<file path="config.mk">
export PLATFORM = sky130hd
export DESIGN_NAME = positional_list_engine
export DESIGN_NICKNAME = d
export VERILOG_FILES = /design/src/sv/ple_pkg.sv /design/src/sv/ple_cell.sv /design/src/sv/positional_list_engine.sv
export SDC_FILE = /design/constraint.sdc
export NUM_CORES = 2
export LEC_CHECK = 0
export BUFFER_PORTS_ARGS = -buffer_cell sky130_fd_sc_hd__buf_2
export CORE_MARGIN = 2
export CORE_UTILIZATION = 35
export CTS_BUF_LIST = sky130_fd_sc_hd__clkbuf_8
export DETAILED_ROUTE_END_ITERATION = 6
export SYNTH_ARGS = -nofsm -noshare
export SYNTH_HDL_FRONTEND = slang
export SYNTH_HIERARCHICAL = 1
export SYNTH_SLANG_ARGS = --single-unit
</file>
<file path="constraint.sdc">
create_clock -name aclk -period 16.2 [get_ports aclk]
set_clock_uncertainty 0.05 [all_clocks]
set_input_delay 1.62 -clock aclk [delete_from_list [all_inputs] [get_ports aclk]]
set_output_delay 1.62 -clock aclk [all_outputs]
set_load 0.02 [all_outputs]
</file>
<file path="src/sv/ple_pkg.sv">
// ----------------------------------------------------------------------------
// ple_pkg
// Shared types and constants for the positional list engine: command and
// status codes, the per-cell operation code and the stream word layout.
// ----------------------------------------------------------------------------
package ple_pkg;

    // Field widths of one input and one result word
    localparam int CMD_W   = 2;
    localparam int POS_W   = 5;
    localparam int VAL_W   = 32;
    localparam int FPOS_W  = 5;
    localparam int ECNT_W  = 5;
    localparam int STAT_W  = 2;

    // Packed stream widths, rounded up to whole bytes
    localparam int IN_TDATA_W  = 40;
    localparam int OUT_TDATA_W = 48;

    // Command codes
    typedef enum logic [CMD_W-1:0] {
        CMD_INSERT = 2'd0,
        CMD_REMOVE = 2'd1,
        CMD_READ   = 2'd2,
        CMD_SEARCH = 2'd3
    } ple_cmd_t;

    // Status codes
    typedef enum logic [STAT_W-1:0] {
        ST_OK    = 2'd0,
        ST_FULL  = 2'd1,
        ST_EMPTY = 2'd2,
        ST_PAST  = 2'd3
    } ple_status_t;

    // Operation broadcast along the row of cells
    typedef enum logic [2:0] {
        OP_HOLD,
        OP_INSERT,
        OP_REMOVE,
        OP_READ,
        OP_SEARCH
    } ple_op_t;

endpackage

</file>
<file path="src/sv/ple_cell.sv">
// ----------------------------------------------------------------------------
// ple_cell
// One list slot. Holds one entry and, per broadcast operation, loads the new
// value, takes its left or right neighbour's entry, or holds. Also reports
// its entry for a read and an equality hit for a search.
// ----------------------------------------------------------------------------
module ple_cell #(
    parameter int IDX = 0,
    parameter int CW  = 5
) (
    input  logic                         aclk,
    input  ple_pkg::ple_op_t             op,
    input  logic [CW-1:0]                slot,
    input  logic [CW-1:0]                cnt,
    input  logic [ple_pkg::VAL_W-1:0]    item_value,
    input  logic [ple_pkg::VAL_W-1:0]    left_value,
    input  logic [ple_pkg::VAL_W-1:0]    right_value,
    output logic [ple_pkg::VAL_W-1:0]    value,
    output logic [ple_pkg::VAL_W-1:0]    rd_part,
    output logic                         hit
);
    import ple_pkg::*;

    localparam logic [CW:0] IDX_W = (CW+1)'(IDX);

    logic [VAL_W-1:0] value_reg;
    logic [VAL_W-1:0] value_next;
    logic [CW:0]      slot_w;
    logic [CW:0]      cnt_w;

    assign slot_w = {1'b0, slot};
    assign cnt_w  = {1'b0, cnt};

    // Per-cell move decision
    always_comb begin
        value_next = value_reg;
        case (op)
            OP_INSERT: begin
                if (IDX_W == slot_w) begin
                    value_next = item_value;
                end else if (IDX_W > slot_w && IDX_W <= cnt_w) begin
                    value_next = left_value;
                end
            end
            OP_REMOVE: begin
                if (IDX_W >= slot_w && IDX_W + 1'b1 < cnt_w) begin
                    value_next = right_value;
                end
            end
            default: value_next = value_reg;
        endcase
    end

    // Entry storage, undefined until written
    always_ff @(posedge aclk) begin
        value_reg <= value_next;
    end

    assign value   = value_reg;
    assign rd_part = (op == OP_READ && slot_w == IDX_W) ? value_reg : '0;
    assign hit     = (op == OP_SEARCH) && (IDX_W < cnt_w) && (value_reg == item_value);

endmodule

</file>
<file path="src/sv/positional_list_engine.sv">
// ----------------------------------------------------------------------------
// positional_list_engine
// Ordered list of up to DEPTH signed 32-bit entries held in a row of cells,
// with insert, remove, read and search at a 1-based position.
// ----------------------------------------------------------------------------
// Pipeline: the cell stage loads the stage-one register, then the first-match
// encode loads the output register; every cell shifts or compares in parallel.
// Throughput: one word per cycle unless m_axis_tready stalls the output.
// Reset: aresetn (synchronous) clears the count and both valid flags; the
// entry cells are not cleared and are only read below the count.
module positional_list_engine #(
    parameter int DEPTH = 16
) (
    input  logic                            aclk,
    input  logic                            aresetn,
    input  logic                            s_axis_tvalid,
    output logic                            s_axis_tready,
    // [1:0] command, [6:2] position, [38:7] item_value, [39] zero
    input  logic [ple_pkg::IN_TDATA_W-1:0]  s_axis_tdata,
    output logic                            m_axis_tvalid,
    input  logic                            m_axis_tready,
    // [31:0] read_value, [36:32] found_position, [41:37] entry_count,
    // [43:42] status, [47:44] zero
    output logic [ple_pkg::OUT_TDATA_W-1:0] m_axis_tdata
);
    import ple_pkg::*;

    localparam int CW = $clog2(DEPTH + 1);
    localparam int XW = (CW > POS_W) ? CW : POS_W;
    localparam logic [CW-1:0] DEPTH_C = CW'(DEPTH);

    // Input word fields
    logic [CMD_W-1:0] cmd;
    logic [POS_W-1:0] pos;
    logic [VAL_W-1:0] item_value;

    assign cmd        = s_axis_tdata[1:0];
    assign pos        = s_axis_tdata[6:2];
    assign item_value = s_axis_tdata[38:7];

    logic s_fire;
    logic out_adv;

    // Control registers
    logic [CW-1:0] cnt_reg, cnt_next;
    logic          s1_valid_reg, s1_valid_next;
    logic          m_valid_reg, m_valid_next;

    // Stage-one payload
    logic [DEPTH-1:0]  s1_hit_reg;
    logic [VAL_W-1:0]  s1_rd_reg;
    logic [ECNT_W-1:0] s1_cnt_reg;
    ple_status_t       s1_status_reg;
    logic              s1_search_reg;

    // Output payload
    logic [VAL_W-1:0]  m_rd_reg;
    logic [FPOS_W-1:0] m_found_reg;
    logic [ECNT_W-1:0] m_cnt_reg;
    ple_status_t       m_status_reg;

    // Command decode
    ple_op_t       op;
    logic [CW-1:0] slot;
    ple_status_t   status;
    logic [XW-1:0] pos_x, cnt_x, base_x;

    assign out_adv = !m_valid_reg || m_axis_tready;
    assign s_axis_tready = !s1_valid_reg || out_adv;
    assign s_fire = s_axis_tvalid && s_axis_tready;

    assign pos_x  = XW'(pos);
    assign cnt_x  = XW'(cnt_reg);
    assign base_x = (pos_x <= XW'(1)) ? '0 : pos_x - XW'(1);

    always_comb begin
        op       = OP_HOLD;
        slot     = '0;
        status   = ST_OK;
        cnt_next = cnt_reg;
        case (cmd)
            CMD_INSERT: begin
                if (cnt_reg == DEPTH_C) begin
                    status = ST_FULL;
                end else begin
                    op       = s_fire ? OP_INSERT : OP_HOLD;
                    slot     = (base_x > cnt_x) ? cnt_reg : CW'(base_x);
                    cnt_next = s_fire ? cnt_reg + 1'b1 : cnt_reg;
                end
            end
            CMD_REMOVE: begin
                if (cnt_reg == '0) begin
                    status = ST_EMPTY;
                end else begin
                    op       = s_fire ? OP_REMOVE : OP_HOLD;
                    slot     = (base_x > cnt_x - XW'(1)) ? cnt_reg - 1'b1 : CW'(base_x);
                    cnt_next = s_fire ? cnt_reg - 1'b1 : cnt_reg;
                end
            end
            CMD_READ: begin
                if (cnt_reg == '0) begin
                    status = ST_EMPTY;
                end else if (pos_x > cnt_x) begin
                    status = ST_PAST;
                end else begin
                    op   = s_fire ? OP_READ : OP_HOLD;
                    slot = CW'(base_x);
                end
            end
            CMD_SEARCH: begin
                op = s_fire ? OP_SEARCH : OP_HOLD;
            end
            default: op = OP_HOLD;
        endcase
    end

    // Row of cells
    logic [VAL_W-1:0] cell_val [DEPTH];
    logic [VAL_W-1:0] cell_rd  [DEPTH];
    logic [DEPTH-1:0] cell_hit;

    for (genvar i = 0; i < DEPTH; i++) begin : g_cell
        logic [VAL_W-1:0] left_v;
        logic [VAL_W-1:0] right_v;
        if (i == 0) begin : g_head
            assign left_v = '0;
        end else begin : g_body_l
            assign left_v = cell_val[i-1];
        end
        if (i == DEPTH - 1) begin : g_tail
            assign right_v = '0;
        end else begin : g_body_r
            assign right_v = cell_val[i+1];
        end
        ple_cell #(
            .IDX (i),
            .CW  (CW)
        ) u_cell (
            .aclk        (aclk),
            .op          (op),
            .slot        (slot),
            .cnt         (cnt_reg),
            .item_value  (item_value),
            .left_value  (left_v),
            .right_value (right_v),
            .value       (cell_val[i]),
            .rd_part     (cell_rd[i]),
            .hit         (cell_hit[i])
        );
    end

    // Read data: at most one cell drives a non-zero part
    logic [VAL_W-1:0] rd_or;
    always_comb begin
        rd_or = '0;
        for (int i = 0; i < DEPTH; i++) begin
            rd_or = rd_or | cell_rd[i];
        end
    end

    // First match: isolate the lowest hit, then encode it
    logic [DEPTH-1:0]  first_hit;
    logic [FPOS_W-1:0] found;
    assign first_hit = s1_hit_reg & (~s1_hit_reg + DEPTH'(1));

    always_comb begin
        found = '0;
        for (int i = 0; i < DEPTH; i++) begin
            if (first_hit[i]) begin
                found = found | FPOS_W'(i + 1);
            end
        end
    end

    // Valid flags
    always_comb begin
        s1_valid_next = s1_valid_reg;
        if (s_fire) begin
            s1_valid_next = 1'b1;
        end else if (out_adv) begin
            s1_valid_next = 1'b0;
        end
        m_valid_next = m_valid_reg;
        if (out_adv) begin
            m_valid_next = s1_valid_reg;
        end
    end

    // Control state
    always_ff @(posedge aclk) begin
        if (!aresetn) begin
            cnt_reg      <= '0;
            s1_valid_reg <= 1'b0;
            m_valid_reg  <= 1'b0;
        end else begin
            cnt_reg      <= cnt_next;
            s1_valid_reg <= s1_valid_next;
            m_valid_reg  <= m_valid_next;
        end
    end

    // Stage-one payload
    always_ff @(posedge aclk) begin
        if (s_fire) begin
            s1_hit_reg    <= cell_hit;
            s1_rd_reg     <= rd_or;
            s1_cnt_reg    <= ECNT_W'(cnt_next);
            s1_status_reg <= status;
            s1_search_reg <= (cmd == CMD_SEARCH);
        end
    end

    // Output register
    always_ff @(posedge aclk) begin
        if (out_adv && s1_valid_reg) begin
            m_rd_reg     <= s1_rd_reg;
            m_found_reg  <= s1_search_reg ? found : '0;
            m_cnt_reg    <= s1_cnt_reg;
            m_status_reg <= s1_status_reg;
        end
    end

    assign m_axis_tvalid = m_valid_reg;
    assign m_axis_tdata  = {4'b0, m_status_reg, m_cnt_reg, m_found_reg, m_rd_reg};

    // Checks
    a_cnt_bound: assert property (@(posedge aclk) disable iff (!aresetn)
        cnt_reg <= DEPTH_C)
        else $error("entry count above depth");

    a_first_onehot: assert property (@(posedge aclk) disable iff (!aresetn)
        s1_valid_reg |-> $onehot0(first_hit))
        else $error("more than one first match");

    a_ins_count: assert property (@(posedge aclk) disable iff (!aresetn)
        s_fire && cmd == CMD_INSERT && cnt_reg != DEPTH_C
        |=> cnt_reg == $past(cnt_reg) + 1'b1)
        else $error("insert did not grow the list");

    a_err_zero: assert property (@(posedge aclk) disable iff (!aresetn)
        m_valid_reg && m_status_reg != ST_OK |-> m_rd_reg == '0 && m_found_reg == '0)
        else $error("error word carries data");

endmodule
</file>
==> out/qor.tcl <==
set qor(placed_wire_length_estimate_after_detailed_placement_mm) 109
set qor(critical_path.max_fanout) 33
set qor(grt.total_usage_pct) 24.7
set qor(setup.worst_path.start) {s_axis_tdata[3]}
set qor(syn_area_per_cell_um2) 10.1
set qor(hold_violations) 0
set qor(postSynth.topFlopCell) {edfxtp_1}
set qor(worstPathArrival_ns) 8.41
set qor(post_synth_num_cell_types) 89
set qor(max_slew_margin_pct) 11.9
set qor(drv.max_cap_violation_count) 0
set qor(routed_wire_length_per_instance_um) 25.8
set qor(path_clk_slew_ns) 0.06
set qor(globalplace.congestion) 1.04
set qor(synth_largest_type_area_fraction_pct) 43.8
set qor(fp-row-count) 127
set qor(timing.setup.critical_path_class) {input port to register}
set qor(slack_of_the_critical_path_ns) 8.08
set qor(crit_path_start_kind) {input port}
set qor(timing_worst_slew_pin_value_ns) 1.32
set qor(total_power_mw) 3.95
set qor(netlist_top_cells_area) {edfxtp_1, mux2i_1, xor2_1}
set qor(drtPass1Iterations) 7
set qor(synth_edf_count) 612
set qor(number_of_synthesized_register_bits) 619
set qor(outcome) {finished, violations left}
set qor(min-delay-path-class) {register to register}
set qor(viasPerCell) 5.67
set qor(post_cts_resize_count) 0
set qor(grt_antenna_before_repair) 7
set qor(synthArstFlopShare_pct) 0
set qor(route.vias.total) 34000
set qor(design.final.nets) 4368
set qor(max-clock-path-buffers) 3
set qor(die_x_um) 350
set qor(die_area_um2) 123000
set qor(cts.hold.buffers_added) 0
set qor(synthMostInstantiatedCell) {edfxtp_1}
set qor(power.static_leakage_nw) 17.1
set qor(worst_reg2reg_path_length_in_cells) 20
set qor(synthTopCellsByCount) {edfxtp_1, nand2_1, mux2i_1}
set qor(r2r_start) {cnt_reg[0]$_SDFF_PN0_}
set qor(dpl_cell_area_um2) 44600
set qor(cp-end-kind) {register}
set qor(vdd.ir_drop.worst_v) 0.0000519
set qor(finalInstanceArea_um2) 47000
set qor(timing.reg2reg.setup_slack_ns) 8.77
set qor(antenna_left) 0
set qor(fill_cells) 11900
set qor(post_route_cells_drive_above_1_share_pct) 9.63
set qor(initial_utilization_pct) 35.1
set qor(clock_insertion_delay_worst_skew_ns) 0.79
set qor(totalWireLength_mm) 155
set qor(finalMaxSlewViolations) 0
set qor(period_minus_slack_ns) 8.12
set qor(cts_inserted_buffers) 115
set qor(setup_viol) 0
set qor(post-route-period-util_pct) 50.1
set qor(totalNegativeSetupSlack_ns) 0
set qor(end_point_of_the_critical_path) {s1_rd_reg[18]$_DFFE_PP_}
set qor(yosysSeqAreaShare_pct) 44.1
set qor(vias_in_the_first_global_route) 32100
set qor(flip_flop_count_of_the_largest_register_after_layout) 512
set qor(worst_r2r_endpoint) {s1_rd_reg[18]$_DFFE_PP_}
set qor(clock-sinks) 619
set qor(port_buffers) 88
set qor(drcViolationCount) 2
set qor(grt_setup_unrepaired) {no}
set qor(post_cts_buffers) 0
set qor(tritoncts) {yes}
set qor(mappedNetlistArea_um2) 42000
set qor(largest_net_degree_at_the_start_of_global_routing) 66
set qor(grt_pass1_wl_mm) 226
set qor(clock_root_buffer_master) {clkbuf_8}
set qor(pre_cts_slack_ns) 7.47
set qor(worstPathRequired_ns) 16.49
set qor(first_iter_violations) 4192
set qor(global_route.overflow_total) 0
set qor(postLayoutCoreUtil_pct) 39.4
set qor(design.core.area_um2) 119000
set qor(io_pins) 94
set qor(yosys_top_cell_by_area) {edfxtp_1}
set qor(synthesis.instances) 4143
set qor(htree_num_levels) 3
set qor(clock.fmax_ghz) 0.123
set qor(violations) {DRC}
set qor(power.density_cell_area_nw_per_um2) 84.1
set qor(ys_warn_count) 6
set qor(fp.dieH_um) 350
set qor(area_growth_pct) 12.0
## how the worst min path moves through the flow
stage | cells after the start | end | slack, ns | from
final | 0 | m_cnt_reg[1]$_DFFE_PP_ | 0.37 | s1_cnt_reg[1]$_DFFE_PP_
after global routing | 0 | m_cnt_reg[3]$_DFFE_PP_ | 0.37 | s1_cnt_reg[3]$_DFFE_PP_
after CTS | 0 | m_cnt_reg[1]$_DFFE_PP_ | 0.37 | s1_cnt_reg[1]$_DFFE_PP_
after detailed placement | 0 | m_cnt_reg[1]$_DFFE_PP_ | 0.35 | s1_cnt_reg[1]$_DFFE_PP_
after global placement | 0 | m_rd_reg[28]$_DFFE_PP_ | 0.35 | s1_rd_reg[28]$_DFFE_PP_
after floorplan | 0 | m_cnt_reg[0]$_DFFE_PP_ | 0.35 | s1_cnt_reg[0]$_DFFE_PP_
## through the flow
step	hold WS, ns	std cells
global placement	0.354	5799
detailed placement	0.355	5799
floorplan	0.350	4210
global route	0.374	6004
finish	0.366	6006
CTS	0.368	6003
## final cells by class
cell class	instances	area [µm²]	area share (%)
multi-input cells	3350	22800	48.4
flip-flops and latches	619	18500	39.4
well taps	1612	2020	4.29
clock buffers	118	1620	3.45
repair buffers	192	1220	2.60
clock inverters	86	785	1.67
inverters	26	97.6	0.208
diodes	3	7.51	0.0160
## routing by layer
| layer | global-route usage, % | part of all wire [%] |
|---|---|---|
| met4 | 8.86 | 3.8 |
| met1 | 34.2 | 42 |
| met2 | 37.5 | 43 |
| met5 | 0 | 0.081 |
| met3 | 6.12 | 10 |
## cell usage in the layout, fill, tap and decap left out, drive strengths merged, types with 68 or more instances in the layout
cell type,count
mux2i,521
nand2,545
and2,520
o21ai,526
clkbuf,118
nand4,73
edfxtp,612
conb,68
nor4,262
xor2,472
buf,192
## kinds of logic after synthesis
family	synth area share [%]
compound gates	8.05
xor+xnor	10.8
fa+ha+maj	0.596
buf+inv	2.98
flops	44.1
mux	12.4
other cells	0.00893
simple gates	21.0
## where the power goes
| part | switching [mW] | total (mW) | internal [mW] | leakage, nW |
|---|---|---|---|---|
| Sequential | 0.0223 | 1.82 | 1.80 | 5.66 |
| Clock | 0.735 | 1.66 | 0.929 | 1.31 |
| Combinational | 0.319 | 0.474 | 0.155 | 10.2 |
## critical path, cell delays in order
cell	delay, ns
buf_2	0.12
inv_1	0.08
ha_1	0.13
o21ba_2	0.15
nor4_1	0.80
nor2_1	0.32
ha_1	0.36
and3_1	0.18
o21ai_0	0.09
a32oi_1	0.52
mux2i_1	0.23
o22ai_4	0.14
buf_4	0.48
nor4_1	0.17
nand2_2	0.84
and4bb_1	0.30
buf_4	0.23
and2_1	0.20
nor4_1	0.83
nand4_1	0.53
(Power assumes the default switching activity.)
